`src/hw/rtl/adcs_pkg.sv`:
```
`default_nettype none
package adcs_pkg;

  localparam int OutDepth = 4096;
  localparam int AddrW = 12;
  localparam int QueueDepth = 4;
  localparam int QueuePtrW = 2;
  localparam logic [31:0] LogGain = 32'd3232284966;

  typedef enum logic [1:0] {
    FUNC_ACC   = 2'd0,
    FUNC_READ  = 2'd1,
    FUNC_CLEAR = 2'd2,
    FUNC_NONE  = 2'd3
  } func_t;

  typedef enum logic [1:0] {
    METH_LIN  = 2'd0,
    METH_LOG  = 2'd1,
    METH_SQR  = 2'd2,
    METH_ROOT = 2'd3
  } method_t;

  typedef enum logic [2:0] {
    REG_DIM_SIZES      = 3'd0,
    REG_NUM_DIMS       = 3'd1,
    REG_KEEP_ORDER     = 3'd2,
    REG_KEEP_COUNT     = 3'd3,
    REG_METHOD         = 3'd4,
    REG_REMOVE_MISSING = 3'd5,
    REG_SCALE          = 3'd6
  } reg_index_t;

  typedef struct packed {
    logic [63:0]        dim_sizes;
    logic [2:0]         num_dims;
    logic [7:0]         keep_order;
    logic [2:0]         keep_count;
    logic [1:0]         method;
    logic               remove_missing;
    logic signed [31:0] scale;
  } cfg_t;

  typedef struct packed {
    func_t              func;
    logic signed [31:0] sample;
    logic               missing;
    logic               over;
    logic [AddrW-1:0]   addr;
  } job_t;

  typedef enum logic [1:0] {
    F_IDLE,
    F_ADDR,
    F_PUSH
  } front_state_t;

  typedef enum logic [3:0] {
    B_CLEAR,
    B_IDLE,
    B_DECIDE,
    B_NORM,
    B_LOG,
    B_LOGMUL,
    B_LOGRND,
    B_ROOT,
    B_ROOTEND,
    B_MUL,
    B_RND,
    B_ADD,
    B_WRITE,
    B_OUT
  } back_state_t;

  function automatic logic [15:0] eff_size(input logic [63:0] ds, input logic [1:0] d);
    logic [15:0] s;
    s = ds[{d, 4'b0000} +: 16];
    return (s == 16'd0) ? 16'd1 : s;
  endfunction

  function automatic logic [2:0] dims_used(input logic [2:0] n);
    logic [2:0] r;
    r = n;
    if (n == 3'd0) r = 3'd1;
    if (n > 3'd4) r = 3'd4;
    return r;
  endfunction

endpackage
`default_nettype wire

```
`src/hw/rtl/adcs_queue.sv`:
```
`default_nettype none
module adcs_queue (
  input  wire logic           clk,
  input  wire logic           rst,
  input  wire adcs_pkg::job_t in_job,
  input  wire logic           push,
  input  wire logic           pop,
  output adcs_pkg::job_t      head,
  output logic                full,
  output logic                empty
);

  adcs_pkg::job_t entries [adcs_pkg::QueueDepth];
  logic [adcs_pkg::QueuePtrW-1:0] wr_ptr;
  logic [adcs_pkg::QueuePtrW-1:0] rd_ptr;
  logic [adcs_pkg::QueuePtrW:0]   count;

  assign full = (count == (adcs_pkg::QueuePtrW+1)'(adcs_pkg::QueueDepth));
  assign empty = (count == '0);
  assign head = entries[rd_ptr];

  always_ff @(posedge clk) begin
    if (rst) begin
      wr_ptr <= '0;
      rd_ptr <= '0;
      count <= '0;
    end else begin
      if (push) wr_ptr <= wr_ptr + 1'b1;
      if (pop) rd_ptr <= rd_ptr + 1'b1;
      if (push && !pop) count <= count + 1'b1;
      else if (pop && !push) count <= count - 1'b1;
    end
  end

  always_ff @(posedge clk) begin
    if (push) entries[wr_ptr] <= in_job;
  end

endmodule
`default_nettype wire

```
`config.mk`:
```
export PLATFORM = sky130hd
export DESIGN_NAME = adcs_queue
export DESIGN_NICKNAME = d
export VERILOG_FILES = /design/src/hw/rtl/adcs_pkg.sv /design/src/hw/rtl/adcs_queue.sv
export SDC_FILE = /design/constraint.sdc
export NUM_CORES = 1
export LEC_CHECK = 0
export ABC_CLOCK_PERIOD_IN_PS = 5300
export BUFFER_PORTS_ARGS = -buffer_cell sky130_fd_sc_hd__buf_4
export CAP_MARGIN = 40
export CORE_UTILIZATION = 35
export CTS_CLUSTER_SIZE = 12
export DETAILED_ROUTE_END_ITERATION = 8
export SLEW_MARGIN = 20
export SYNTH_ARGS = -nofsm -noshare
export SYNTH_HDL_FRONTEND = slang
export SYNTH_SLANG_ARGS = --single-unit
```
`constraint.sdc`:
```
create_clock -name clk -period 5.3 [get_ports clk]
set_input_delay 0.265 -clock clk [delete_from_list [all_inputs] [get_ports clk]]
set_output_delay 0.265 -clock clk [all_outputs]
set_load 0.01 [all_outputs]
```
---- Word level (Yosys, flattened, before mapping) ----
Memories as Yosys holds them, arrays and structs flattened. A register that Yosys moved wholly into a read port is not among the register bits.
Index checks and enable logic that the tools add are counted.
cells by class
  add/subtract/negate cells ............... 4
  equality and inequality tests ........... 1
  multiplexer cells ....................... 6
  reductions and logical operators ........ 6
operators with widths
  kind                                               count
  two-way mux 3 bit                                  2
  adder 2 x 1 -> 2 bit (second input constant)       2
  two-way mux 2 bit                                  2
  adder 3 x 1 -> 3 bit (second input constant)       1
  == test 3 bit (second input constant)              1
  logical NOT 3 bit                                  1
  subtractor 3 x 1 -> 3 bit (second input constant)  1
  logical AND 1 bit                                  2
  logical NOT 1 bit                                  2
  two-way mux 1 bit                                  2
  nonzero test 2 bit                                 1
storage, ports and cells
  register bits after elaboration ......... 7
  RAM bits ................................ 192
  input bits .............................. 52
  output and inout bits ................... 50
  logic and storage cells ................. 21
  memories ................................ 1
memories
  memory   words  bits a word  read ports  clocked after Yosys merged registers in  write ports  line              source
  entries  4      48           1           1                                        1            adcs_queue.sv:13  adcs_pkg::job_t entries [adcs_pkg::QueueDepth];

---- Logic depth before layout (Yosys ltp) ----
Gate-level depths: netlist of run 1.
  depth in word-level cells ............... 4
  mapped depth ............................ 7
  depth with buffers taken out ............ 7

---- Least setup slack after synthesis of run 1 ----
OpenSTA, ideal clock, no wires.
  path kind ............................... register to register
  start ................................... register wr_ptr[0] (netlist bit)
  end ..................................... memory entries[2][0] (netlist bit), enable pin
  setup time .............................. 0.410 ns
  arrival time ............................ 1.690 ns
  data required time ...................... 4.890 ns
  slack ................................... 3.200 ns
  cell stages (with the launch flop) ...... 4
  clock period less this slack ............ 2.100 ns
  cell sequence ........................... dfxtp_1 > inv_1 > ha_1 > and2_1
RTL lines
  what                    line              source
  from (decl)             adcs_queue.sv:14  logic [adcs_pkg::QueuePtrW-1:0] wr_ptr;
  from (signal assigned)  adcs_queue.sv:28  if (push) wr_ptr <= wr_ptr + 1'b1;
  to (decl)               adcs_queue.sv:13
Straight into the memory's write port.

==> summary.txt, run 1 <==
Max Slew Vio Count -> 0
Maximum number of pins on one net before global-route repair -> 49
Post-CTS sizing -> 0
Critical path, cell by cell -> buf_16 > mux4_2 > buf_4
TritonCTS clock tree -> done
Setup slack, reg-to-reg -> 3.27 ns
IO Count -> 102
CTS Buffer Depth -> 3
Netlist cell types -> 21
Detailed-route wire length -> 13.7 mm
Setup violations, final -> 0
DRT Pass-1 Iters -> 4
Arrival time at the worst endpoint -> 2.19 ns
Power Density -> 374 mW/mm²
Max-Cap Viols -> 0
Least-Margin Pin Slew -> 0.757 ns
CTS sink count -> 201
Status -> complete, no violations
Worst path required time -> 5.04 ns
Final period utilization -> 0.463
Setup Total Neg Slack -> 0 ns
Post-Syn Area per Cell -> 25.0 µm²
Final Util -> 0.468
Slowest stage delay, CP -> 0.64 ns
Antenna violations before repair -> 0
Hold Violations, Final -> 0
Routed length per placed instance -> 18.3 µm
Final GP Congestion -> 0.632
P_int -> 2.82 mW
H-tree Lvls -> 1
F_max -> 408 MHz
Crit Reg-Reg Endpoint -> entries[1][23]
Register area share after synthesis -> 0.809
Commonest non-fill, non-tap cell in the layout -> edfxtp_1
Xor and xnor area share after synthesis -> 0.00596
Row count -> 52
Post-synthesis compound-gate area fraction -> 0.00136
DRT antenna net count -> 0
Crit path launch type -> flip-flop
Most frequent cells in the layout -> edfxtp_1, buf_4, dlygate4sd3_1
Worst Skew -> 0.00585 ns
Mux cell area share after synthesis -> 0.150
Cells after Synth -> 294
Maximum VDD drop -> 0.223 mV
Area growth syn-to-layout -> 30.1%
Origin of the critical flop-to-flop path -> wr_ptr[1]
GRT overflow -> 0
Switching part of the total -> 0.210
Overall routing resource usage -> 0.131
Area share of fa/ha/maj cells after synthesis -> 0.0112
Post-synthesis simple-gate area fraction -> 0.0100
Crit-path leading delay family -> flip-flops
Nets@finish -> 521
Vias in the first global route -> 3,784
Ys Warns -> 0
Clock transition at path regs -> 0.06 ns
Hold Crit Class -> input pin to flip-flop
Post-DP HPWL -> 7.74 mm
CTS root buffer -> clkbuf_16
Worst Path Max Fanout -> 28
Critical path depth in cells -> 3
Leak -> 3.26 nW
WP buf/inv -> 2
Syn nets -> 352
Worst-Skew Late Latency -> 0.48 ns
Slew HR -> 0.495
ANT cells -> 0
Slowest-stage cell, CP -> dfxtp_4
Final min period -> 2.45 ns
First-pass GRT wire length -> 21.1 mm
I/O Buffers -> 101
DR vias -> 3,506
Drt via density -> 4.71
Crit end category -> output pin
Logic pwr share -> 0.114
Crit path to -> head[34]
Die H -> 147 µm
Synth Cell Area -> 0.00735 mm²
Total die area -> 0.0216 mm²
Chip width -> 147 µm
Sw power -> 0.750 mW
Unrepaired setup endpoints after global routing -> false
Initial DRC count -> 164
Sequential Power Share -> 0.519
Core area -> 0.0204 mm²
Worst setup path class -> flip-flop to output pin
Initial Utilization -> 0.360
Clock share of power -> 0.368
Seq cells post-synth -> 201
Post-route DRC -> 0
Reg2reg path depth -> 4
Largest family of logic cells by synthesized area -> multiplexers
Layout cell share with drive strength beyond 1 -> 0.389
Cts bufs inserted -> 21
[metal layers]
layer  track usage  wire length [µm]  up-vias
li1              -                 -     1576
met1         0.169              5880     1828
met2         0.223              6920       77
met3        0.0267               595       25
met4        0.0370               259        0
met5             0                 0        -
[metrics by stage]
| step | cell area (µm²) | hold WS, ns | power (mW) | std cells | setup WS (ns) |
|---|---|---|---|---|---|
| finish | 9560 | 0.0867 | 3.57 | 745 | 2.85 |
| global route | 9560 | 0.0988 | 3.72 | 745 | 2.68 |
| CTS | 9540 | 0.0700 | 3.62 | 744 | 2.75 |
| detailed placement | 8440 | 0.469 | 2.27 | 660 | 3.14 |
| global placement | 8420 | 0.464 | 2.26 | 659 | 3.10 |
| floorplan | 7350 | 0.364 | 2.08 | 294 | 3.20 |
[cell usage after synthesis]
library cell / instances / area (µm²)
dfxtp_1: 9 / 180
inv_1: 4 / 15.0
buf_6: 3 / 33.8
ha_1: 5 / 62.6
nor3b_1: 1 / 7.51
or3_1: 1 / 6.26
xnor2_1: 2 / 17.5
and2_1: 4 / 25.0
buf_2: 3 / 15.0
mux2i_1: 2 / 20.0
nor2_1: 7 / 26.3
o21ai_0: 1 / 5.00
mux4_2: 48 / 1080
clkbuf_1: 3 / 11.3
edfxtp_1: 192 / 5770
nand2_1: 1 / 3.75
a21oi_1: 1 / 5.00
fa_1: 1 / 20.0
nor3_1: 1 / 5.00
xor2_1: 3 / 26.3
buf_4: 2 / 15.0
[worst min-delay path, stage by stage]
cell and delay (ns):
buf_4 0.10, xnor2_1 0.08, nor2_1 0.08
[flip-flops by register name, indices dropped and copies added (netlist names), named ones only]
name     flops
count        3
entries    192
rd_ptr       2
wr_ptr       2
[layout make-up]
class                      count  area [µm²]
clock buffer                  31         563
clock inverter                 4        42.5
fill                        1750       10900
inverter                       4        15.0
multi-input combinational     78        1320
sequential                   201        5950
tap                          270         338
timing repair buffer         157        1330
[cells by family after synthesis]
logic type,Yosys count
simple gates,15
xor+xnor,5
buf+inv,15
flops,201
compound gates,2
fa+ha+maj,6
mux,50
[power by group through the flow]
stage	sequential [mW]	clock [mW]	combinational (mW)
after floorplan	1.87	0	0.208
after global placement	1.90	0	0.358
after detailed placement	1.89	0	0.385
after CTS	1.86	1.35	0.416
after global routing	1.86	1.42	0.438
final	1.85	1.31	0.406
[timing repair]
item | in CTS | in global routing
hold buffers | 49 | 0
hold endpoints to repair | 196 | 0
buffers inserted | 0 | 0
setup endpoints to repair | 0 | 0
[worst min path at each step]
stage	endpoint	slack [ns]	startpoint	cells after the start
2_1_floorplan	entries[0][0]	0.36	in_job[0]	0
3_3_place_gp	entries[0][25]	0.46	in_job[25]	1
3_5_place_dp	entries[0][0]	0.47	in_job[0]	1
4_1_cts	flip-flop	0.07	pop	3
5_1_grt	wr_ptr[0]	0.1	push	3
6_report	flip-flop	0.09	pop	3
Power figures use the tool's default switching activity.
==> run 2, diff against run 1 <==
ABC_AREA = 1   (was not set)
ABC_CLOCK_PERIOD_IN_PS = 2500   (was 5300)
clock period = 2.5 ns   (was 5.3 ns; I/O delays follow)
==> summary.txt, run 2 <==
IO Count -> 102 (unchanged)
Vias in the first global route -> 4,890 (was 3,784)
Setup Total Neg Slack -> 0 ns (unchanged)
Synth Cell Area -> 0.00762 mm² (was 0.00735 mm²)
Unrepaired setup endpoints after global routing -> false (unchanged)
Hold Crit Class -> input pin to flip-flop (unchanged)
Hold path startpoint -> rst (was pop)
Yosys top cell area share -> 0.756 (was 0.785)
Ys Warns -> 0 (unchanged)
Final GP Congestion -> 0.704 (was 0.632)
Core area -> 0.0212 mm² (was 0.0204 mm²)
Logic pwr share -> 0.108 (was 0.114)
Placed Area -> 0.00861 mm² (was 0.00844 mm²)
Commonest cells post-synth -> edfxtp_1, nor2_1, o21ai_0, o22ai_1, inv_1 (was edfxtp_1, mux4_2, dfxtp_1, nor2_1, ha_1)
Setup violations, final -> 0 (unchanged)
Max reg flops -> 192 (unchanged)
Final Util -> 0.465 (was 0.468)
Row count -> 53 (was 52)
I/O Buffers -> 101 (unchanged)
Syn nets -> 581 (was 352)
Detailed-route wire length -> 16.9 mm (was 13.7 mm)
Post-DP HPWL -> 9.72 mm (was 7.74 mm)
Top flop regs -> entries (192), count (3) (unchanged)
Max-Cap Viols -> 0 (unchanged)
ANT cells -> 0 (unchanged)
CTS sink count -> 201 (unchanged)
CTS Buffer Depth -> 3 (unchanged)
Least-Margin Pin Slew -> 0.598 ns (was 0.757 ns)
Post-Layout Inst Area -> 0.00984 mm² (was 0.00956 mm²)
Cts bufs inserted -> 22 (was 21)
Chip width -> 150 µm (was 147 µm)
Die H -> 150 µm (was 147 µm)
Slowest-stage cell, CP -> dfxtp_4 (unchanged)
Initial Utilization -> 0.360 (about the same)
Top-count cell post-synth -> edfxtp_1 (unchanged)
WP buf/inv -> 2 (unchanged)
Post-synth top area cell -> edfxtp_1 (unchanged)
Clock transition at path regs -> 0.06 ns (about the same)
Seq cells post-synth -> 201 (unchanged)
Arrival time at the worst endpoint -> 2.13 ns (was 2.19 ns)
Routed length per placed instance -> 17.4 µm (was 18.3 µm)
P_int -> 6.03 mW (was 2.82 mW)
Leak -> 3.50 nW (was 3.26 nW)
F_max -> 443 MHz
Worst setup path class -> flip-flop to output pin (unchanged)
Asr flop ratio synth -> 0 (unchanged)
Worst-Skew Late Latency -> 0.49 ns (was 0.48 ns)
Fillers -> 1,844 (was 1,750)
Final hold slack -> 0.352 ns (was 0.0867 ns)
Power Density -> 790 mW/mm² (was 374 mW/mm²)
Drt via density -> 4.90 (was 4.71)
Netlist cell types -> 25 (was 21)
Crit end category -> output pin (unchanged)
H-tree Lvls -> 1 (unchanged)
Most frequent cells in the layout -> edfxtp_1, buf_4, nor2_1, o21ai_0, dlygate4sd3_1 (was edfxtp_1, buf_4, dlygate4sd3_1)
Layout cell share with drive strength beyond 1 -> 0.231 (was 0.389)
Status -> complete, no violations (unchanged)
Commonest non-fill, non-tap cell in the layout -> edfxtp_1 (unchanged)
Post-route DRC -> 0 (unchanged)
Nets@finish -> 737 (was 521)
DRT antenna net count -> 0 (unchanged)
Register area share after synthesis -> 0.780 (was 0.809)
DR vias -> 4,744 (was 3,506)
GRT overflow -> 0 (unchanged)
Antenna violations before repair -> 0 (unchanged)
Initial DRC count -> 255 (was 164)
Origin of the critical flop-to-flop path -> wr_ptr[0] (was wr_ptr[1])
Worst Skew -> 0.00950 ns (was 0.00585 ns)
Setup slack, reg-to-reg -> 0.65 ns (was 3.27 ns)
Final min period -> 2.26 ns
Count of flip-flops with a built-in enable after synthesis -> 192 (unchanged)
Leading cell types by total area after synthesis -> edfxtp_1, o21ai_0, nor2_1, o22ai_1, dfxtp_1 (was edfxtp_1, mux4_2, dfxtp_1, ha_1, buf_6)
Final period utilization -> 0.902
Crit-path leading delay family -> buffers and inverters (was flip-flops)
CTS root buffer -> clkbuf_16 (unchanged)
Maximum VDD drop -> 0.425 mV (was 0.223 mV)
First-pass GRT wire length -> 26.1 mm (was 21.1 mm)
Sequential Power Share -> 0.501 (was 0.519)
Area growth syn-to-layout -> 29.1% (was 30.1%)
Number of cells on the worst hold path -> 3 (unchanged)
Total die area -> 0.0224 mm² (was 0.0216 mm²)
Cells after Synth -> 523 (was 294)
DRT Pass-1 Iters -> 4 (unchanged)
Worst path required time -> 2.38 ns (was 5.04 ns)
Crit Reg-Reg Endpoint -> entries[2][25] (was entries[1][23])
Maximum number of pins on one net before global-route repair -> 97 (was 49)
Largest Register -> entries (unchanged)
Slew HR -> 0.601 (was 0.495)
Switching part of the total -> 0.224 (was 0.210)
Fin worst setup slack -> 0.244 ns (was 2.85 ns)
Hold Violations, Final -> 0 (unchanged)
Sw power -> 1.74 mW (was 0.750 mW)
Clock share of power -> 0.391 (was 0.368)
Dpl ws -> 0.483 ns (was 3.14 ns)
Reg2reg path depth -> 5 (was 4)
Ys flop type -> edfxtp_1 (unchanged)
Overall routing resource usage -> 0.152 (was 0.131)
Crit path launch type -> flip-flop (unchanged)
Slowest stage delay, CP -> 0.57 ns (was 0.64 ns)
Critical path, cell by cell -> buf_6 > o21ai_0 > o22ai_1 > buf_4 (was buf_16 > mux4_2 > buf_4)
Max Slew Vio Count -> 0 (unchanged)
Post-Syn Area per Cell -> 14.6 µm² (was 25.0 µm²)
Worst Path Max Fanout -> 50 (was 28)
Worst Hold Path EP -> count[0]
TritonCTS clock tree -> done (unchanged)
run 2: power by group through the flow:
stage	Combinational [mW]	Sequential [mW]	Clock, mW
6_report	0.839	3.90	3.04
3_3_place_gp	0.750	3.97	0
2_1_floorplan	0.406	3.95	0
4_1_cts	0.839	3.90	3.11
3_5_place_dp	0.771	3.97	0
5_1_grt	0.926	3.91	3.25
run 2: cell families after synthesis:
kind of cell / Yosys count / share of synthesized area
xor gates and xnor gates: 1 / 0.00115
adders and majority gates: 6 / 0.0108
buffers and inverters: 48 / 0.0396
and+or+nand+nor: 115 / 0.0607
DFF: 201 / 0.780
AOI/OAI and AO/OA: 152 / 0.108
run 2: layout make-up:
type,count,area [µm²],area share
repair buffers,163,1410,0.144
clock inverters,4,20.0,0.00203
flip-flops and latches,201,5950,0.605
well taps,275,344,0.0350
multi-input cells,274,1380,0.140
inverters,17,71.3,0.00725
clock buffers,34,667,0.0678
run 2: worst register-to-register path: cells and delay by family (launching register included):
| kind | cells | cell delay, ns |
|---|---|---|
| flops | 1 | 0.33 |
| fa+ha+maj | 1 | 0.17 |
| simple gates | 1 | 0.06 |
| buf+inv | 3 | 0.95 |
run 2: layer usage:
metal  up-vias  wire, µm  track usage
met5         -         0            0
met2       119      8340        0.267
li1       2267         -            -
met4         0       242       0.0393
met1      2338      7340        0.192
met3        20       941       0.0293
run 2: how the worst max path moves through the flow:
| stage | end | from | slack [ns] | depth (start not counted) |
|---|---|---|---|---|
| 6_report | head[45] | flip-flop | 0.24 | 4 |
| 5_1_grt | head[45] | flip-flop | 0.14 | 4 |
| 4_1_cts | head[3] | flip-flop | 0.04 | 4 |
| 3_5_place_dp | head[45] | flip-flop | 0.48 | 4 |
| 3_3_place_gp | head[45] | flip-flop | 0.49 | 4 |
| 2_1_floorplan | entries[2][0] | wr_ptr[0] | 0.57 | 4 |
run 2: what timing repair did:
action,4_1_cts,5_1_grt
buffers inserted,0,1
endpoints found under the hold margin,201,0
hold buffers,51,0
cloned,0,0
resized for setup,1,1
setup endpoints to repair,1,6
run 2: stage by stage:
stage / total power [mW] / std cells
floorplan: 4.36 / 523
global placement: 4.72 / 878
detailed placement: 4.75 / 878
CTS: 7.86 / 967
global route: 8.09 / 968
finish: 7.77 / 968
