<file path="config.mk">
export PLATFORM = sky130hd
export DESIGN_NAME = adcs_front_flat
export DESIGN_NICKNAME = d
export VERILOG_FILES = /design/src/hw/rtl/adcs_pkg.sv /design/src/hw/rtl/adcs_item_if.sv /design/src/hw/rtl/adcs_front.sv /design/src/flat_wrapper.sv
export SDC_FILE = /design/constraint.sdc
export NUM_CORES = 1
export LEC_CHECK = 0
export BUFFER_PORTS_ARGS = -buffer_cell sky130_fd_sc_hd__buf_4
export CORE_AREA = 2 2 192 194
export DETAILED_ROUTE_END_ITERATION = 12
export DIE_AREA = 0 0 194 196
export GPL_TIMING_DRIVEN = 0
export PLACE_DENSITY = 0.88
export SLEW_MARGIN = 15
export SYNTH_ARGS = -nofsm -noshare
export SYNTH_HDL_FRONTEND = slang
export SYNTH_SLANG_ARGS = --single-unit
</file>
<file path="constraint.sdc">
create_clock -name clk -period 18.85 [get_ports clk]
set_input_delay 1.885 -clock clk [delete_from_list [all_inputs] [get_ports clk]]
set_output_delay 1.885 -clock clk [all_outputs]
set_load 0.02 [all_outputs]
</file>
<file path="src/hw/rtl/adcs_pkg.sv">
`default_nettype none
package adcs_pkg;

  localparam int OutDepth = 4096;
  localparam int AddrW = 12;
  localparam int QueueDepth = 4;
  localparam int QueuePtrW = 2;
  localparam logic [31:0] LogGain = 32'd3232284966;

  typedef enum logic [1:0] {
    FUNC_ACC   = 2'd0,
    FUNC_READ  = 2'd1,
    FUNC_CLEAR = 2'd2,
    FUNC_NONE  = 2'd3
  } func_t;

  typedef enum logic [1:0] {
    METH_LIN  = 2'd0,
    METH_LOG  = 2'd1,
    METH_SQR  = 2'd2,
    METH_ROOT = 2'd3
  } method_t;

  typedef enum logic [2:0] {
    REG_DIM_SIZES      = 3'd0,
    REG_NUM_DIMS       = 3'd1,
    REG_KEEP_ORDER     = 3'd2,
    REG_KEEP_COUNT     = 3'd3,
    REG_METHOD         = 3'd4,
    REG_REMOVE_MISSING = 3'd5,
    REG_SCALE          = 3'd6
  } reg_index_t;

  typedef struct packed {
    logic [63:0]        dim_sizes;
    logic [2:0]         num_dims;
    logic [7:0]         keep_order;
    logic [2:0]         keep_count;
    logic [1:0]         method;
    logic               remove_missing;
    logic signed [31:0] scale;
  } cfg_t;

  typedef struct packed {
    func_t              func;
    logic signed [31:0] sample;
    logic               missing;
    logic               over;
    logic [AddrW-1:0]   addr;
  } job_t;

  typedef enum logic [1:0] {
    F_IDLE,
    F_ADDR,
    F_PUSH
  } front_state_t;

  typedef enum logic [3:0] {
    B_CLEAR,
    B_IDLE,
    B_DECIDE,
    B_NORM,
    B_LOG,
    B_LOGMUL,
    B_LOGRND,
    B_ROOT,
    B_ROOTEND,
    B_MUL,
    B_RND,
    B_ADD,
    B_WRITE,
    B_OUT
  } back_state_t;

  function automatic logic [15:0] eff_size(input logic [63:0] ds, input logic [1:0] d);
    logic [15:0] s;
    s = ds[{d, 4'b0000} +: 16];
    return (s == 16'd0) ? 16'd1 : s;
  endfunction

  function automatic logic [2:0] dims_used(input logic [2:0] n);
    logic [2:0] r;
    r = n;
    if (n == 3'd0) r = 3'd1;
    if (n > 3'd4) r = 3'd4;
    return r;
  endfunction

endpackage
`default_nettype wire

</file>
<file path="src/hw/rtl/adcs_item_if.sv">
`default_nettype none
interface adcs_item_if;
  logic               valid;
  logic               ready;
  logic [1:0]         func;
  logic signed [31:0] sample;
  logic               sample_missing;
  logic [11:0]        read_index;
  modport source(output valid, func, sample, sample_missing, read_index, input ready);
  modport sink(input valid, func, sample, sample_missing, read_index, output ready);
endinterface
`default_nettype wire

</file>
<file path="src/hw/rtl/adcs_front.sv">
`default_nettype none
module adcs_front (
  input  wire logic               clk,
  input  wire logic               rst,
  input  wire adcs_pkg::cfg_t     cfg,
  adcs_item_if.sink               item,
  input  wire logic               full,
  output adcs_pkg::job_t          job,
  output logic                    push
);

  adcs_pkg::front_state_t state, state_next;
  logic [15:0] coord [4];
  logic [15:0] coord_next [4];
  logic [12:0] fct;
  logic [1:0]  step;
  logic [2:0]  nd;
  logic [2:0]  kc;
  logic [1:0]  k;
  logic        active;
  logic [15:0] size_k;
  logic [28:0] term;
  logic [29:0] sum;
  logic [28:0] fprod;
  logic        carry;
  logic        accept;

  always_ff @(posedge clk) begin
    if (rst) state <= adcs_pkg::F_IDLE;
    else state <= state_next;
  end

  always_comb begin
    state_next = state;
    item.ready = 1'b0;
    push = 1'b0;
    case (state)
      adcs_pkg::F_IDLE: begin
        item.ready = 1'b1;
        if (item.valid) begin
          case (adcs_pkg::func_t'(item.func))
            adcs_pkg::FUNC_ACC: state_next = adcs_pkg::F_ADDR;
            adcs_pkg::FUNC_READ, adcs_pkg::FUNC_CLEAR: state_next = adcs_pkg::F_PUSH;
            default: state_next = adcs_pkg::F_IDLE;
          endcase
        end
      end
      adcs_pkg::F_ADDR: begin
        if (step == 2'd3) state_next = adcs_pkg::F_PUSH;
      end
      adcs_pkg::F_PUSH: begin
        push = !full;
        if (!full) state_next = adcs_pkg::F_IDLE;
      end
      default: state_next = adcs_pkg::F_IDLE;
    endcase
  end

  assign accept = item.valid && item.ready;
  assign nd = adcs_pkg::dims_used(cfg.num_dims);
  assign kc = (cfg.keep_count > 3'd4) ? 3'd4 : cfg.keep_count;
  assign k = cfg.keep_order[{step, 1'b0} +: 2];
  assign active = ({1'b0, step} < kc) && ({1'b0, k} < nd);
  assign size_k = adcs_pkg::eff_size(cfg.dim_sizes, k);
  assign term = fct * coord[k];
  assign sum = {18'd0, job.addr} + {1'b0, term};
  assign fprod = fct * size_k;

  always_comb begin
    carry = 1'b1;
    for (int d = 0; d < 4; d++) begin
      coord_next[d] = coord[d];
      if (carry && (3'(d) < nd)) begin
        if (({1'b0, coord[d]} + 17'd1) >= {1'b0, adcs_pkg::eff_size(cfg.dim_sizes, 2'(d))}) begin
          coord_next[d] = 16'd0;
        end else begin
          coord_next[d] = coord[d] + 16'd1;
          carry = 1'b0;
        end
      end
    end
  end

  always_ff @(posedge clk) begin
    if (rst) begin
      for (int d = 0; d < 4; d++) coord[d] <= 16'd0;
    end else if (push) begin
      if (job.func == adcs_pkg::FUNC_ACC) begin
        for (int d = 0; d < 4; d++) coord[d] <= coord_next[d];
      end else if (job.func == adcs_pkg::FUNC_CLEAR) begin
        for (int d = 0; d < 4; d++) coord[d] <= 16'd0;
      end
    end
  end

  always_ff @(posedge clk) begin
    if (accept) begin
      job.func <= adcs_pkg::func_t'(item.func);
      job.sample <= item.sample;
      job.missing <= item.sample_missing;
      job.over <= 1'b0;
      job.addr <= (adcs_pkg::func_t'(item.func) == adcs_pkg::FUNC_READ) ? item.read_index
                                                                      : '0;
      fct <= 13'd1;
      step <= 2'd0;
    end else if (state == adcs_pkg::F_ADDR) begin
      step <= step + 2'd1;
      if (active && !job.over) begin
        if (|sum[29:12]) job.over <= 1'b1;
        else job.addr <= sum[11:0];
        fct <= (|fprod[28:12]) ? 13'd4096 : fprod[12:0];
      end
    end
  end

endmodule
`default_nettype wire

</file>
<file path="src/flat_wrapper.sv">
// flat-port wrapper written by rule: the top's interface ports become plain ports
module adcs_front_flat 
  (clk, rst, cfg, full, job, push, item_valid, item_func, item_sample, item_sample_missing, item_read_index, item_ready);
  adcs_item_if item_i ();
  input  wire logic clk;
  input  wire logic rst;
  input  wire adcs_pkg::cfg_t cfg;
  input  wire logic full;
  output adcs_pkg::job_t job;
  output logic push;
  input wire logic [$bits(item_i.valid)-1:0] item_valid;
  input wire logic [$bits(item_i.func)-1:0] item_func;
  input wire logic [$bits(item_i.sample)-1:0] item_sample;
  input wire logic [$bits(item_i.sample_missing)-1:0] item_sample_missing;
  input wire logic [$bits(item_i.read_index)-1:0] item_read_index;
  output wire logic [$bits(item_i.ready)-1:0] item_ready;
  assign item_i.valid = item_valid;
  assign item_i.func = item_func;
  assign item_i.sample = item_sample;
  assign item_i.sample_missing = item_sample_missing;
  assign item_i.read_index = item_read_index;
  assign item_ready = item_i.ready;
  adcs_front u_core (.clk(clk), .rst(rst), .cfg(cfg), .item(item_i), .full(full), .job(job), .push(push));
endmodule
</file>
# Word level (Yosys, flattened, before mapping)

Memory sizes are Yosys's and may differ from the RTL's.
Cells that the tools add are included.

Register bits: 65
Output and inout port bits: 50
Logic and storage cells: 133
Memories kept: 1
RAM bits: 64

Memories:

| name         | depth | bits a word | rd ports | clocked after Yosys merged registers in | wr ports | RTL line         | text |
|---|---|---|---|---|---|---|---|
| u_core.coord | 4     | 16          | 5        | 0                                       | 4        | adcs_front.sv:13 | `logic [15:0] coord [4];` |

Bitwise operators: 8
Eq/ne operators: 10
$mul: 2
Reductions and logical operators: 26
Mux-type cells: 54
Add/sub/neg operators: 10
Shifts and indexed selects: 2
$lt $le $gt $ge: 12

Operators with widths:

| operator                                                   | number |
|---|---|
| 2-to-1 mux 16 bit                                          | 21 |
| zero test 16 bit                                           | 5 |
| adder 16 x 1 -> 17 bit (second input constant)             | 4 |
| >= comparator 17 x 16 -> 1 bit                             | 4 |
| adder 16 x 1 -> 16 bit (second input constant)             | 4 |
| indexed part select 64 x 7 -> 16 bit                       | 1 |
| 2-to-1 mux 12 bit                                          | 5 |
| multiplier 13 x 16 -> 29 bit                               | 2 |
| adder 12 x 29 -> 30 bit                                    | 1 |
| 2-to-1 mux 1 bit                                           | 19 |
| OR reduction 18 bit                                        | 1 |
| OR reduction 17 bit                                        | 1 |
| 2-to-1 mux 13 bit                                          | 1 |
| 2-to-1 mux 3 bit                                           | 3 |
| AND reduction 3 bit                                        | 3 |
| == test 2 bit (second input constant)                      | 4 |
| OR 1 bit                                                   | 8 |
| indexed part select 8 x 4 -> 2 bit                         | 1 |
| > comparator 3 bit (second input constant)                 | 2 |
| logical AND 1 bit                                          | 6 |
| zero test 2 bit                                            | 3 |
| less-than comparator 1 x 3 -> 1 bit (first input constant) | 2 |
| less-than comparator 2 x 3 -> 1 bit                        | 2 |
| less-than comparator 2 x 3 -> 1 bit (first input constant) | 2 |
| other kinds (12)                                           | 19 |

# Longest topological paths before layout

Gate-level depths: netlist (run 1).

Depth after elaboration: 13
Gate-level depth with buffers: 30

# Worst setup path after synthesis (run 1)

Ideal clock, no wire load.

Kind: input-to-reg
Start point: in cfg[40] in the netlist's numbering
End point: reg, netlist name u_core.job[0]
Stages: 27
Arrival: 9271 ps
Library setup time: 326 ps
Path slack: 9254 ps
Path through: mux4_2 -> buf_2 -> buf_1 -> clkbuf_1 -> mux4_2 -> clkbuf_1 -> and2_1 -> fa_1 -> inv_1 -> fa_1 -> inv_1 -> fa_1 -> inv_1 -> fa_1 -> fa_1 -> inv_1 -> ha_1 -> ha_1 -> clkbuf_1 -> a21oi_1 -> o211ai_1 -> a2111oi_0 -> a2bb2oi_1 -> or3b_2 -> a211oi_1 -> and4_1 -> a31o_2

Cells in the longest elaborated chain, start to end: 7

RTL lines:

| item                                     | RTL line          | text |
|---|---|---|
| start, declared                          | flat_wrapper.sv:7 | `input wire adcs_pkg::cfg_t cfg;` |
| indexed part select 8 x 4 -> 2 bit *     | adcs_front.sv:62  | `assign k = cfg.keep_order[{step, 1'b0} +: 2];` |
| memory (4 x 16 bit)                      | n/a               |  |
| multiplier 13 x 16 -> 29 bit             | adcs_front.sv:65  | `assign term = fct * coord[k];` |
| adder 12 x 29 -> 30 bit                  | adcs_front.sv:66  | `assign sum = {18'd0, job.addr} + {1'b0, term};` |
| OR reduction 18 bit                      | adcs_front.sv:109 | `if (\|sum[29:12]) job.over <= 1'b1;` |
| inequality test 2 x 1 -> 1 bit (no line) | n/a               |  |
| AND reduction 3 bit (no line) *          | n/a               |  |

Every way passes the cells marked *; elsewhere a longest branch is shown, timed or not.
A chain may end at the register's enable or synchronous reset.

# Worst setup path in the final report (run 1)

Start point: in cfg[38] in the netlist's numbering
End point: reg, netlist name u_core.job[4]

Cells in the longest elaborated chain, start to end: 7

RTL lines:

| item                                     | RTL line |
|---|---|
| indexed part select 8 x 4 -> 2 bit *     | adcs_front.sv:62 |
| memory (4 x 16 bit)                      | n/a |
| multiplier 13 x 16 -> 29 bit             | adcs_front.sv:65 |
| adder 12 x 29 -> 30 bit                  | adcs_front.sv:66 |
| OR reduction 18 bit                      | adcs_front.sv:109 |
| inequality test 2 x 1 -> 1 bit (no line) | n/a |
| AND reduction 3 bit (no line) *          | n/a |

Marks and branches as above.

==> results of run 1 <==
## stage by stage
step	instances	worst slack, ns
6_report	3244	8.06
5_1_grt	3244	7.59
4_1_cts	3244	8.20
3_3_place_gp	3209	7.80
2_1_floorplan	2563	9.25
3_5_place_dp	3212	7.72
## metal layers
metal / track usage, % / share of wire (%)
met1: 44.7 / 38
met2: 60.4 / 48
met3: 6.74 / 8.8
met4: 19.8 / 6.1
met5: 0 / 0
## worst reg2reg max path: cells and delay by family (launching register included)
kind | cells | cell delay, ns
and+or+nand+nor | 6 | 1.34
muxes | 2 | 0.80
adders and majority gates | 7 | 3.22
AOI/OAI and AO/OA | 4 | 1.47
DFF | 1 | 0.48
buffers and inverters | 9 | 2.16
## cells in the final DEF, fill, tap and decap left out, drive strengths merged, types with 50 or more instances in the layout
cell and n:
inv 450, fa 317, nand2 268, and2 251, ha 248, buf 189
clkbuf 128, a21oi 92, nor2 88, edfxtp 79, o21ai 62, nand3 58
xnor2 51, dfxtp 50
## area by class of cell
type | instances | area [um^2]
sequential | 129 | 3370
buffer | 119 | 462
clock inverter | 15 | 181
tap | 468 | 586
clock buffer | 17 | 425
inverter | 440 | 1650
multi-input combinational | 1875 | 17700
fill | 2712 | 10400
timing repair buffer | 181 | 1390
## power by group through the flow
stage	clock network (uW)	registers (uW)	logic, uW
6_report	349	336	480
5_1_grt	357	337	524
4_1_cts	349	336	471
3_5_place_dp	0	342	467
3_3_place_gp	0	342	451
2_1_floorplan	0	351	288
## synthesized netlist by cell type (19+ instances only)
master	number
sky130_fd_sc_hd__nor2_1	88
sky130_fd_sc_hd__xnor2_1	51
sky130_fd_sc_hd__nand2_1	268
sky130_fd_sc_hd__o21ai_0	61
sky130_fd_sc_hd__ha_1	248
sky130_fd_sc_hd__xor2_1	35
sky130_fd_sc_hd__a21oi_1	92
sky130_fd_sc_hd__dfxtp_1	50
sky130_fd_sc_hd__clkbuf_1	111
sky130_fd_sc_hd__nor3_1	21
sky130_fd_sc_hd__nor4_1	19
sky130_fd_sc_hd__edfxtp_1	79
sky130_fd_sc_hd__inv_1	440
sky130_fd_sc_hd__mux4_2	34
sky130_fd_sc_hd__a21o_1	39
sky130_fd_sc_hd__nand3_1	58
sky130_fd_sc_hd__and2_1	251
sky130_fd_sc_hd__nand4_1	28
sky130_fd_sc_hd__and3_1	20
sky130_fd_sc_hd__fa_1	317
sky130_fd_sc_hd__nor2b_1	38
## worst max-delay path by stage
stage | start | to | slack, ns | cells after the start
2_1_floorplan | cfg[40] | u_core.job[0]$_DFFE_PP_ | 9.25 | 27
3_3_place_gp | cfg[40] | u_core.job[5]$_DFFE_PP_ | 7.80 | 29
3_5_place_dp | cfg[38] | u_core.job[6]$_DFFE_PP_ | 7.72 | 28
4_1_cts | cfg[38] | u_core.job[4]$_DFFE_PP_ | 8.20 | 28
5_1_grt | cfg[38] | u_core.job[7]$_DFFE_PP_ | 7.59 | 28
6_report | cfg[38] | u_core.job[4]$_DFFE_PP_ | 8.06 | 29
## flip-flops by register name, summed over array words and instances, names as in the netlist
name	flops
u_core.coord	64
u_core.state	2
u_core.job	48
u_core.step	2
u_core.fct	13
## cells by family (layout without fill, tap and decap cells)
family,Yosys count,after routing
fa+ha+maj,565,565
mux,43,43
compound gates,335,335
buf+inv,559,772
simple gates,846,846
xor+xnor,86,86
flops,129,129
==> impl_results.md, run 1 <==
* Fin nets at 3,492
* Compound-gate portion of the synthesized area at a little under a tenth
* Area overhead of the layout relative to synthesis at 11.2%
* Gate power share at between 40% and 50%
* Cell area after synthesis at about 23,000 um^2
* Nature of the critical path endpoint: register
* Overall Global Routing Usage at 36.2%
* Worst slew pin tran at 0.870 ns
* Critical path type: input pin to register
* Port Buffers at between 150 and 200
* Top cell by count, worst path: sky130_fd_sc_hd__fa_1
* Clock tree from TritonCTS: done
* Run status: finished clean
* Area of all placed cells without fillers at 25,700 um^2
* Synthesized area per cell at between 9 and 10 um^2
* CTS clock-pin slew for the worst setup and hold paths at 0.08 ns
* Number of nets with antenna violations after detailed routing at 0
* Die X at 194 um
* Largest cells by area after synthesis: sky130_fd_sc_hd__fa_1 (27%), sky130_fd_sc_hd__ha_1 (13%), sky130_fd_sc_hd__edfxtp_1 (10%)
* Detailed Place HPWL at between 50,000 and 60,000 um
* Vias at 19,900
* Worst-path fanout max at 12
* Endpoint required time on the critical path at 18.98 ns
* Cell depth of the worst hold path at 2
* Number of flops mapped to enable cells by yosys at 79
* Count of buffering cells on the critical path with inverters included at 10
* Mux cell area share after synthesis at ~3.7%
* Predominant post-synthesis flop cell: sky130_fd_sc_hd__edfxtp_1
* Max Cap Violations at 0
* Top-Level Pins at 214
* Total gr overflow at 0
* Number of global-route vias before repair at 20,800
* Maximum vdd drop at 71.1 uV
* Reg2reg start: u_core.step[0]$_SDFFE_PP0P_
* Initial Utilization at approximately 64%
* Clock insertion delay at the later pin of the skew report at ~0.47 ns
* LEAKAGE at 0.0119 uW
* Number of buffers created by CTS at 17
* CTS resizes at 0
* Maximum buffer depth of the clock tree at 2
* Drc violations at 0
* Worst Reg-to-Reg Cells at 28
* Final hold violation count at 0
* Pwr dens at about 45 nW/um^2
* Number of cells produced by synthesis at between 2,000 and 3,000
* Routability cong. at just over 1
* Final WL at 67,300 um
* H-tree depth at 4
* Full die area at 38,000 um^2
* Area share of the largest cell type after synthesis at a little over a quarter
* # setup viols final at 0
* TritonCTS sink count at roughly 130
* Switching component of the power at just under 500 uW
* Maximum operating frequency at 92.7 MHz
* Die Height at slightly below 200 um
* Critical Path Start Type: input pin
* Detailed router's first-iteration violation count at 1,862
* Max-slew violation count at 0
* Dpl cell area at 25,100 um^2
* Detailed Routing Iterations Pass 1 at 6
* Power share of the sequential group at 28.8%
* Tightest Hold Check Type: register to register
* Setup tns final at 0 ns
* Leading area contributor after synthesis: sky130_fd_sc_hd__fa_1
* Switching power share of the total at 41.8%
* Min Hold Slack at ~0.54 ns
* Synthesized-area fraction occupied by xor and xnor cells at 3.26%
* Number of antenna violations at the first check in global routing at 0
* Final Cycle Share at 57.2%
* Rel. slew slack at 40.5%
* Proportion of register bits with asynchronous set or reset after synthesis at 0%
* Final core utilization at 71.3%
* Clock skew at between 0.02 and 0.03 ns
* Unrepaired setup endpoints after global routing: false
* Routed wire per std cell at 20.7 um
* Seq cells post-synth at 129
* Delay of the slowest cell on the worst path at ~0.56 ns
* Maximum number of pins on one net before global-route repair at 36
* Critical-path top delay cell: sky130_fd_sc_hd__buf_1
* Clock period minus worst slack at 10.79 ns
* Cell internal pwr at about 680 uW
* Arrival time worst endpoint at 10.92 ns
* Layout cell share with drive strength beyond 1 at 10.0%
* Power share of the clock group at 30.0%
* RR Endpoint: u_core.job[4]$_DFFE_PP_
* Share of the yosys chip area belonging to registers at 14.6%
* Wire length of the first global-routing pass at around 110,000 um
* Gate family responsible for the most delay along the worst path: adder cells
* Synth unique cells at 67
* Pwr Total at 1170 uW
* Post-synthesis share of cell area spent on full adders, half adders and majority gates at between 40% and 50%
* Synth warn at 0
* Placeable core region at 36,100 um^2
* Combinational family with the most area after synthesis: adder cells
* Worst-case register-to-register setup slack at 9.04 ns
* Antenna Cells at 0
* Start point of the worst min-delay path: u_core.coord[3][15]$_SDFFE_PP0P_
* Via/cell ratio at 6.12
* Hold buffer count at cts at 0
* Post CTS Setup Buffer Count at 0
* Worst hold path endpoint: u_core.coord[3][15]$_SDFFE_PP0P_
* Root buffer selected by CTS: sky130_fd_sc_hd__clkbuf_16
* FP Rows at 70
* Number of nets produced by synthesis at 3,292
* Synth Area in Simple Gates at between 10% and 20%
(Power assumes the default switching activity.)
==> inputs of run 2 (changes only) <==
--- a/config.mk
+++ b/config.mk
@@ -6,11 +6,11 @@
 export NUM_CORES = 1
 export LEC_CHECK = 0
 export BUFFER_PORTS_ARGS = -buffer_cell sky130_fd_sc_hd__buf_4
-export CORE_AREA = 2 2 192 194
+export CORE_AREA = 2 2 205 207
 export DETAILED_ROUTE_END_ITERATION = 12
-export DIE_AREA = 0 0 194 196
+export DIE_AREA = 0 0 207 209
 export GPL_TIMING_DRIVEN = 0
-export PLACE_DENSITY = 0.88
+export PLACE_DENSITY = 0.81
 export SLEW_MARGIN = 15
 export SYNTH_ARGS = -nofsm -noshare
 export SYNTH_HDL_FRONTEND = slang
==> constraint.sdc (replaced) <==
create_clock -name clk -period 9.3 [get_ports clk]
set_input_delay 0.93 -clock clk [delete_from_list [all_inputs] [get_ports clk]]
set_output_delay 0.93 -clock clk [all_outputs]
set_load 0.02 [all_outputs]
==> run 2 against run 1 <==
Setup slack worse by 7.8 ns. Clock power up 100%. Final cell count is 2.0% higher. Non-clock buffer count is 7 lower. First-iteration DRC count is 9.7% lower. Count of clock-buffer cells in the layout unchanged. Utilization is 8.7 points lower. Routed wire length grew 1.5%. Sequential share of layout area is essentially flat. Sequential power is 100% higher. Critical path depth shrank 4. Via count shrank 0.47%. Largest power group unchanged.
==> impl_results.md, run 2 (synthesized netlist as in run 1, its figures left out) <==
* Clock tree from TritonCTS: done
* # setup viols final at 0
* Rel. slew slack at 31.4%
* Layout cell share with drive strength beyond 1 at 10.2%
* Nature of the critical path endpoint: register
* Vias at 19,800
* Worst-path fanout max at 15
* Worst Reg-to-Reg Cells at 24
* Port Buffers at 178
* Top cell by count, worst path: sky130_fd_sc_hd__fa_1
* Largest register FFs at 64
* Worst slew pin tran at 1.03 ns
* Cell depth of the worst hold path at 2
* Maximum operating frequency at 111 MHz
* Clock period minus worst slack at between 9 and 10 ns
* Pre-CTS WS at -0.873 ns
* Critical Path Start Type: input pin
* Root buffer selected by CTS: sky130_fd_sc_hd__clkbuf_16
* Number of antenna violations at the first check in global routing at 2
* FP Rows at 75
* Critical path type: input pin to register
* CTS clock-pin slew for the worst setup and hold paths at 0.07 ns
* Maximum number of pins on one net before global-route repair at 35
* Critical-path top delay cell: sky130_fd_sc_hd__mux4_2
* Unrepaired setup endpoints after global routing: false
* Overall Global Routing Usage at between 30 and 40%
* Placeable core region at 41,300 um^2
* Most frequent standard cell in the layout excluding fill and tap cells: sky130_fd_sc_hd__inv_1
* Fin nets at 3,485
* Dpl cell area at 25,200 um^2
* TritonCTS sink count at around 130
* Arrival time worst endpoint at between 9 and 10 ns
* Pwr dens at 91.3 nW/um^2
* Setup tns final at 0 ns
* Clock skew at 0.0266 ns
* Wire length of the first global-routing pass at 109,000 um
* Final Cycle Share at 97.3%
* Maximum vdd drop at 121 uV
* Final core utilization at a little over three fifths
* Largest registers: u_core.coord: 64 flops, u_core.job: 48 flops, u_core.fct: 13 flops
* Count of buffering cells on the critical path with inverters included at 5
* Run status: finished clean
* Via/cell ratio at between 5 and 6
* Number of nets with antenna violations after detailed routing at 0
* Number of global-route vias before repair at 20,700
* Detailed Place HPWL at 56,200 um
* Worst path setup slack after routing at ~0.25 ns
* Final hold violation count at 0
* Routed wire per std cell at 20.6 um
* Max Cap Violations at 0
* Die Height at 209 um
* H-tree depth at 4
* Largest reg by FF count: u_core.coord
* Gate family responsible for the most delay along the worst path: adder cells
* Maximum buffer depth of the clock tree at 2
* Min Hold Slack at 0.546 ns
* Clock insertion delay at the later pin of the skew report at 0.46 ns
* Die X at between 200 and 250 um
* Delay of the slowest cell on the worst path at approximately 0.65 ns
* Routability cong. at a little under 1
* Full die area at 43,300 um^2
* Initial Utilization at 56.0%
* Drc violations at 0
* Endpoint required time on the critical path at 9.68 ns
* Tightest Hold Check Type: register to register
* Detailed router's first-iteration violation count at 1,681
* Final WL at between 60,000 and 70,000 um
* Top-Level Pins at about 210
* Fillcell total at 3,493
* Detailed Routing Iterations Pass 1 at 6
* Total gr overflow at 0
* Number of buffers created by CTS at 17
* Critical path depth at 25
* Leading cell types in the layout, fill and taps excluded: sky130_fd_sc_hd__inv_1 (440), sky130_fd_sc_hd__fa_1 (317), sky130_fd_sc_hd__nand2_1 (268), sky130_fd_sc_hd__and2_1 (251), sky130_fd_sc_hd__ha_1 (248)
* LEAKAGE at ~0.012 uW
* Max-slew violation count at 0
* Area of all placed cells without fillers at 25,800 um^2
* Area overhead of the layout relative to synthesis at 11.7%
==> run 2: report_power, final <==
| part | switching (uW) | total (uW) | internal (uW) |
|---|---|---|---|
| clock network | 334 | 699 | 365 |
| logic | 617 | 978 | 362 |
| registers | 33.7 | 683 | 649 |
| total | 984 | 2360 | 1380 |
==> run 2: stage by stage <==
stage               instances  power [uW]
global route             3308        2470
floorplan                2563        1290
detailed placement       3282        1640
global placement         3280        1610
finish                   3310        2360
CTS                      3313        2340
==> run 2: cell type report <==
type                       instances  area (um^2)  share of cell area [%]
inverter                         440         1650                    6.39
antenna                            2         5.00                  0.0194
clock inverter                    15          181                   0.702
timing repair buffer             181         1380                    5.34
multi-input combinational       1875        17700                    68.5
tap                              539          674                    2.61
clock buffer                      17          425                    1.65
sequential                       129         3370                    13.1
buffer                           112          443                    1.71
==> run 2: routing by layer <==
| metal | global-route usage [%] | vias to the layer above | wire length [um] |
|---|---|---|---|
| met5 | 0 | - | 0 |
| met4 | 15.3 | 0 | 3590 |
| met3 | 7.00 | 217 | 6270 |
| met2 | 54.4 | 1092 | 33100 |
| met1 | 39.0 | 9695 | 25300 |
| li1 | - | 8765 | - |
==> run 2: worst paths after layout <==
kind	start	endpoint	slack (ns)
max reg2reg	u_core.step[0]$_SDFFE_PP0P_	u_core.fct[10]$_SDFFE_PP0P_	0.37
min	u_core.coord[3][15]$_SDFFE_PP0P_	u_core.coord[3][15]$_SDFFE_PP0P_	0.55
max	cfg[44]	u_core.fct[10]$_SDFFE_PP0P_	0.25
min reg2reg	u_core.coord[3][15]$_SDFFE_PP0P_	u_core.coord[3][15]$_SDFFE_PP0P_	0.55
==> run 2: worst reg2reg max path: stages (launching register included) <==
cell                       delay (ns)
sky130_fd_sc_hd__dfxtp_2         0.41
sky130_fd_sc_hd__mux4_2          0.52
sky130_fd_sc_hd__buf_2           0.29
sky130_fd_sc_hd__mux4_2          0.66
sky130_fd_sc_hd__or4_1           0.56
sky130_fd_sc_hd__nor4_1          0.30
sky130_fd_sc_hd__a31o_2          0.32
sky130_fd_sc_hd__buf_6           0.19
sky130_fd_sc_hd__nand2_1         0.09
sky130_fd_sc_hd__fa_1            0.55
sky130_fd_sc_hd__fa_1            0.42
sky130_fd_sc_hd__fa_1            0.53
sky130_fd_sc_hd__fa_1            0.44
sky130_fd_sc_hd__fa_1            0.56
sky130_fd_sc_hd__inv_1           0.07
sky130_fd_sc_hd__ha_1            0.43
sky130_fd_sc_hd__nand4_1         0.14
sky130_fd_sc_hd__a21oi_1         0.43
sky130_fd_sc_hd__a21boi_1        0.25
sky130_fd_sc_hd__o41ai_1         0.42
sky130_fd_sc_hd__xor2_1          0.12
sky130_fd_sc_hd__nor4_1          0.35
sky130_fd_sc_hd__and4_1          0.34
sky130_fd_sc_hd__buf_2           0.25
sky130_fd_sc_hd__a32o_1          0.22
==> run 2: timing repair <==
action,in CTS,in global routing
gates resized for setup,3,12
hold buffers,0,0
endpoints found under the setup margin,12,26
buffers inserted,0,1
